### src/sv/aes_ctr_ram.sv
module aes_ctr_ram #(
    parameter int Width = 64,
    parameter int Depth = 22
) (
    input  logic                     aclk,
    input  logic                     we,
    input  logic [$clog2(Depth)-1:0] waddr,
    input  logic [Width-1:0]         wdata,
    input  logic [$clog2(Depth)-1:0] raddr,
    output logic [Width-1:0]         rdata
);

    logic [Width-1:0] mem [Depth];

    // One write port and one registered read port.
    always_ff @(posedge aclk) begin
        if (we) begin
            mem[waddr] <= wdata;
        end
        rdata <= mem[raddr];
    end

endmodule

### config.mk
export PLATFORM = sky130hd
export DESIGN_NAME = aes_ctr_ram
export DESIGN_NICKNAME = d
export VERILOG_FILES = /design/src/sv/aes_ctr_ram.sv
export SDC_FILE = /design/constraint.sdc
export NUM_CORES = 1
export LEC_CHECK = 0
export BUFFER_PORTS_ARGS = -buffer_cell sky130_fd_sc_hd__buf_2
export CORE_ASPECT_RATIO = 1.5
export CORE_MARGIN = 1.5
export CORE_UTILIZATION = 55
export DETAILED_ROUTE_END_ITERATION = 16
export PLACE_DENSITY = 0.74
export SKIP_CTS_REPAIR_TIMING = 1
export SLEW_MARGIN = 20
export SYNTH_ARGS = -nofsm -noshare
export SYNTH_HDL_FRONTEND = slang
export SYNTH_SLANG_ARGS = --single-unit
### constraint.sdc
create_clock -name aclk -period 4.6 [get_ports aclk]
set_input_delay 0.69 -clock aclk [delete_from_list [all_inputs] [get_ports aclk]]
set_output_delay 0.69 -clock aclk [all_outputs]
set_load 0.01 [all_outputs]
==> impl_results.md, run 1 <==
* RR Endpoint: rdata[39]
* RR Startpoint: mem[7][39]
* Mux contribution to synthesized area at 0.1331
* Xor and xnor area share after synthesis at 0
* Cell breakdown of the critical path: buf_6 -> buf_4 -> mux4_2 -> nor2b_1 -> a211oi_1 -> nor2_1
* Worst-skew pair later-pin latency at 720 ps
* Area of the mapped netlist at 0.05533 sq mm
* Routability cong. at 0.7522
* CTS max path bufs at 3
* HP Start: wdata[24]
* Simple-gate share of the synthesized area at 0.02738
* Final WS setup at 2270 ps
* Leakage at 20.56 nW
* Max Freq at 429.2 MHz
* Endpoints failing setup at 0
* Final hold violation count at 0
* H-tree depth at 3
* # diodes at 0
* Port Buffers at 139
* Critical path startpoint category: input pin
* # rows at 142
* Worst-Margin Slew at 1002 ps
* Pins over their slew limit at 0
* Synth Area in Compound Gates at 0.03473
* Leading cell type in the layout, fill and taps excluded: edfxtp_1
* Final worst-path cycle share at 0.5065
* CP required at 5190 ps
* Layout area overhead at 11.66%
* Syn Inst Count at 2751
* Relative slew slack at 0.3317
* Synth warnings at 0
* Worst path slowest cell: buf_6
* CTS sink cnt at 1472
* Min Hold Slack at 379.1 ps
* Number of global-route vias before repair at 28230
* Syn nets at 2827
* WHS Path Cells at 1
* Initial antenna violation count at 15
* WL final at 124300 um
* Post-DR vias/cell at 6.306
* DRC Markers at 0
* Die width at 262.0 um
* CTS tree: yes
* Status: finished, final reports clean
* Drt first pass iters at 5
* Core area at 0.09985 sq mm
* Critical setup path kind: input pin to flip-flop
* WP data arrival at 2920 ps
* Layout Utilization at 0.6187
* Num ports at 140
* Max Cap Viol at 0
* Post-synthesis sequential area ratio at 0.7873
* First-pass GRT wire length at 181700 um
* Worst-path maximum fanout at 58
* Hold WC Path Type: input pin to flip-flop
* Gr ovfl total at 0
* DRT antenna net count at 0
* Crit end category: flip-flop
* Yosys reg bits at 1472
* Largest family of logic cells by synthesized area: multiplexers
* CTS Root Cell: clkbuf_16
* Count of cell types in the netlist at 28
* Setup TNS at 0 ps
* Reg-to-reg slack, setup at 2950 ps
* Layout cells sized above 1 at 0.1815
* Min-Delay Endpoint: mem[18][24]
* Most frequent cells in the layout: edfxtp_1, mux2i_1, a22oi_1, buf_2, mux4_2
* Total CTS buffers at 121
* Min Tclk post-route at 2330 ps
* Pre-CTS setup slack at 1553 ps
* WL per Instance at 28.65 um
* Worst vdd ir at 0.3218 mV
* Die H at 391.5 um
* Reg2Reg Depth at 4
* Adder-Cell Fraction of Synth Area at 0
* Clk slew on worst S/H paths at 70 ps
* Initial Util at 0.5541
* Unrepaired setup endpoints after global routing: false
* Final setup skew at 21.68 ps
* Final nets at 3015
* Largest net degree at the start of global routing at 85
* Post-DP HPWL at 61630 um
* Total Routing Usage GR at 0.2459
* Drt initial violations at 2912
* Vias after detailed routing at 27360
* Syn avg cell area at 20.11 sq um
* Power Density at 429.1 mW/mm^2
* Slowest cell delay on critical path at 560 ps
* Die area at 0.1026 sq mm
routing by layer:
layer,vias up,global-route usage,share of wire
met1,14220,0.3320,0.38
li1,11570,-,-
met2,1314,0.4135,0.51
met5,-,0,0.00071
met3,243,0.03730,0.079
met4,14,0.07761,0.027
power by group:
group	internal, W	switching (W)
logic	0.000444	0.000771
registers	0.0149	0.0000912
clock network	0.00577	0.00454
kinds of logic after synthesis:
logic type             Yosys count
AND/OR/NAND/NOR                298
buffers and inverters          149
multiplexers                   576
AO/OA/AOI/OAI                  256
flip-flops                    1472
cell usage after synthesis:
cell type | count | share of area
a211oi_1 | 64 | 0.0087
a22oi_1 | 192 | 0.026
and2_1 | 1 | 0.00011
and3b_1 | 1 | 0.00016
buf_1 | 11 | 0.00075
buf_2 | 21 | 0.0019
buf_4 | 23 | 0.0031
buf_6 | 38 | 0.0077
clkbuf_1 | 53 | 0.0036
clkbuf_2 | 1 | 0.000090
clkbuf_4 | 2 | 0.00027
dfxtp_1 | 64 | 0.023
edfxtp_1 | 1408 | 0.76
mux2i_1 | 448 | 0.081
mux4_2 | 128 | 0.052
nand2_1 | 66 | 0.0045
nand2b_1 | 1 | 0.00011
nand3_1 | 1 | 0.000090
nand3b_1 | 4 | 0.00054
nand4_1 | 64 | 0.0072
nor2_1 | 88 | 0.0060
nor2b_1 | 64 | 0.0072
nor3b_1 | 1 | 0.00014
nor4_4 | 1 | 0.00038
nor4b_1 | 2 | 0.00032
nor4bb_1 | 1 | 0.00018
or3_1 | 1 | 0.00011
or3b_2 | 2 | 0.00032
critical path, delay by kind of cell:
family,cells,cell delay (ps)
AO/OA/AOI/OAI,1,460
AND/OR/NAND/NOR,2,220
buffers and inverters,2,1100
multiplexers,1,380
worst max path at each step:
| stage | cells after the start | to | start |
|---|---|---|---|
| 6_report | 6 | rdata[39] | raddr[1] |
| 5_1_grt | 7 | rdata[44] | raddr[0] |
| 4_1_cts | 7 | rdata[44] | raddr[0] |
| 3_5_place_dp | 6 | rdata[44] | raddr[1] |
| 3_3_place_gp | 6 | rdata[31] | raddr[1] |
| 2_1_floorplan | 3 | mem[0][0] | waddr[0] |
state kept, by name (all words and copies together) (netlist names):
name / count
rdata: 64
mem: 1408
area by class of cell:
class / instances / area, sq um
clock buffer: 159 / 3303
clock inverter: 67 / 659.4
fill: 6723 / 38070
multi-input combinational: 1130 / 11020
sequential: 1472 / 43560
tap: 1296 / 1622
timing repair buffer: 214 / 1614
per-stage QoR:
stage / instance area [sq um] / instances / power (W)
4_1_cts: 61780 / 4338 / 0.02664
2_1_floorplan: 55330 / 2751 / 0.01595
5_1_grt: 61780 / 4338 / 0.02720
6_report: 61780 / 4338 / 0.02651
3_5_place_dp: 57820 / 4112 / 0.01649
3_3_place_gp: 57790 / 4111 / 0.01644
Power figures use the tool's default switching activity.
==> run 2, diff against run 1 <==
- ABC_AREA: default -> 1
- clock period: 4.6 -> 2.05 ns (I/O delays scaled with it)
==> run 2 against run 1 <==
The flow now finishes with violations (negative hold slack). Final cell count increased by 48%. Clock-buffer cell count increased by 24. Utilization increased by 1.5 points. Setup slack got worse by 2000 ps. Via count increased by 37%. Global-route usage increased by 2.2 points. Synthesized cell count increased by 73%. First-iteration DRC count increased by 36%.
==> impl_results.md, run 2 <==
* Status: complete, but fails checks (was finished, final reports clean)
* Failing checks: negative hold slack
* Min Hold Slack at -14.17 ps (was 379.1 ps)
* # fillers at 7439 (was 6723)
* Core area at 0.1041 sq mm (was 0.09985 sq mm)
* Vias after detailed routing at 37440 (was 27360)
* Pins over their slew limit at 0 (unchanged)
* Max FFs per register at 1408 (unchanged)
* Asr flop ratio synth at 0 (unchanged)
* Total CTS buffers at 133 (was 121)
* Post-route cell area at 0.06603 sq mm (was 0.06178 sq mm)
* Crit-path leading delay family: flip-flops (was buffers and inverters)
* Unrepaired setup endpoints after global routing: false (unchanged)
* Endpoints failing setup at 0 (unchanged)
* DRT antenna net count at 0 (unchanged)
* Largest net degree at the start of global routing at 132 (was 85)
* Worst-Margin Slew at 747.0 ps (was 1002 ps)
* Count of cell types in the netlist at 14 (was 28)
* Layout area overhead at 14.40% (was 11.66%)
* Yosys reg bits at 1472 (unchanged)
* Initial Util at 0.5542 (was 0.5541)
* Syn nets at 4829 (was 2827)
* Initial antenna violation count at 3 (was 15)
* Post-DR vias/cell at 5.820 (was 6.306)
* Layout cells sized above 1 at 0.1055 (was 0.1815)
* CTS sink cnt at 1472 (unchanged)
* Synth Flop Type: edfxtp_1 (unchanged)
* Drt initial violations at 3963 (was 2912)
* Gr ovfl total at 0 (unchanged)
* Die H at 399.7 um (was 391.5 um)
* Most flops, register: mem (unchanged)
* Multi-input gate area at 0.01277 sq mm (was 0.01102 sq mm)
* CTS tree: yes (unchanged)
* Most frequent cells in the layout: nand2_1, edfxtp_1, nand3_1, clkbuf_16, buf_2 (was edfxtp_1, mux2i_1, a22oi_1, buf_2, mux4_2)
* Final nets at 5002 (was 3015)
* Hold WC Path Type: input pin to flip-flop (unchanged)
* Die width at 267.5 um (was 262.0 um)
* Worst-path maximum fanout at 1 (was 58)
* Max Cap Viol at 0 (unchanged)
* Final worst-path cycle share at 0.8536
* Relative slew slack at 0.5020 (was 0.3317)
* Dpl cell area at 0.06130 sq mm (was 0.05782 sq mm)
* Number of global-route vias before repair at 36740 (was 28230)
* WP data arrival at 1440 ps (was 2920 ps)
* Largest regs: mem: 1408 flops, rdata: 64 flops (unchanged)
* Crit path buf inv count at 1 (was 2)
* Final hold violation count at 8 (was 0)
* Synth warnings at 0 (unchanged)
* Worst vdd ir at 0.8091 mV (was 0.3218 mV)
* Post-synth top cells: nand2_1, edfxtp_1, nand3_1 (was edfxtp_1, mux2i_1, a22oi_1)
* Power Density at 944.6 mW/mm^2 (was 429.1 mW/mm^2)
* H-tree depth at 4 (was 3)
* Cell breakdown of the critical path: buf_2 (was buf_6 -> buf_4 -> mux4_2 -> nor2b_1 -> a211oi_1 -> nor2_1)
* Die area at 0.1069 sq mm (was 0.1026 sq mm)
* Leading cell type in the layout, fill and taps excluded: nand2_1 (was edfxtp_1)
* CTS Root Cell: clkbuf_16 (unchanged)
* Routability cong. at 0.8258 (was 0.7522)
* Syn Inst Count at 4753 (was 2751)
* First-pass GRT wire length at 214100 um (was 181700 um)
* Critical path startpoint category: flip-flop (was input pin)
* Final setup skew at 26.60 ps (was 21.68 ps)
* Leakage at 24.06 nW (was 20.56 nW)
* Area contributors post-synth: edfxtp_1, nand2_1, nand3_1 (was edfxtp_1, mux2i_1, mux4_2)
* Syn avg cell area at 12.14 sq um (was 20.11 sq um)
* Worst path slowest cell: dfxtp_1 (was buf_6)
* DRC Markers at 0 (unchanged)
* Most common cell in the netlist: nand2_1 (was edfxtp_1)
* Sequential cell area at 0.04356 sq mm (unchanged)
* Min Tclk post-route at 1750 ps
* # rows at 145 (was 142)
* Layout Utilization at 0.6340 (was 0.6187)
* Area of the mapped netlist at 0.05771 sq mm (was 0.05533 sq mm)
* Total Power at 0.06237 W (was 0.02651 W)
* Worst-skew pair later-pin latency at 760 ps (was 720 ps)
* WL per Instance at 22.23 um (was 28.65 um)
* Drt first pass iters at 6 (was 5)
* Yosys top cell area share at 0.7326 (was 0.7641)
* Slowest cell delay on critical path at 490 ps (was 560 ps)
* WL final at 143000 um (was 124300 um)
* Post-synth EDFFs at 1408 (unchanged)
* Critical setup path kind: flip-flop to primary output (was input pin to flip-flop)
* CP required at 1740 ps (was 5190 ps)
* Max Freq at 571.5 MHz
* CTS max path bufs at 3 (unchanged)
* Port Buffers at 139 (unchanged)
* Synth area leader: edfxtp_1 (unchanged)
* Post-synthesis sequential area ratio at 0.7548 (was 0.7873)
* Clk slew on worst S/H paths at 60 ps (was 70 ps)
* Post-DP HPWL at 79380 um (was 61630 um)
* Total Routing Usage GR at 0.2684 (was 0.2459)
* Num ports at 140 (unchanged)
* Crit end category: primary output (was flip-flop)
## run 2: changes by cell type in the layout (fill, tap and decap cells not counted), sizes merged, moves of 25 or more
cell         delta
nand4          -64
mux4          -128
dlygate4sd3    +34
a211oi         -64
clkbuf         +25
buf            +84
nor2b          -64
mux2i         -448
o21ai         +128
nand3         +969
a22oi         -192
nand2        +1726
## run 2: path summary, 6_finish.rpt
kind / endpoint / slack [ps] / depth (start not counted) / start
worst max-delay path: rdata[29] / 300 / 1 / rdata[29]
worst min-delay path: mem[19][26] / -10 / 1 / wdata[26]
worst max register to register: rdata[34] / 750 / 9 / mem[3][34]
worst min register to register: rdata[58] / 600 / 4 / mem[21][58]
## run 2: routing by layer
layer	vias up	GRT usage	routed length, um
met1	18280	0.3206	51570
met3	368	0.03733	9872
met4	0	0.1296	6458
met2	1789	0.4777	75100
li1	17010	-	-
met5	-	0	0
## run 2: kinds of logic after synthesis
| group | after synthesis | share of synthesized area |
|---|---|---|
| AOI/OAI and AO/OA | 128 | 0.01110 |
| and+or+nand+nor | 2848 | 0.2063 |
| buffers and inverters | 305 | 0.02786 |
| DFF | 1472 | 0.7548 |
## run 2: where the power goes
group,internal [W],switching (W)
clock network,0.0142,0.0107
registers,0.0334,0.000155
logic,0.00118,0.00274
## run 2: area by class of cell
| cell class | count | share of cell area |
|---|---|---|
| timing repair buffer | 333 | 0.05297 |
| tap | 1396 | 0.02645 |
| multi-input combinational | 2976 | 0.1934 |
| clock inverter | 61 | 0.009513 |
| sequential | 1472 | 0.6598 |
| clock buffer | 183 | 0.05683 |
| antenna | 2 | 0.00007580 |
| inverter | 10 | 0.0009854 |
## run 2: stage by stage
step                      std cells  TNS (ps)  hold slack [ps]  worst slack [ps]
after global placement         6153         0            582.0             149.0
final                          6433         0           -14.17             300.1
after CTS                      6397         0           -99.19             239.2
after detailed placement       6153         0            593.6             129.0
after global routing           6432         0           0.7320             290.3
after floorplan                4753    -39630            406.4            -43.16
## run 2: worst reg2reg max path, delay by kind of cell, from the launching register on
| family | cells | cell delay (ps) |
|---|---|---|
| flip-flops | 1 | 380 |
| buffers and inverters | 1 | 140 |
| AND/OR/NAND/NOR | 8 | 680 |
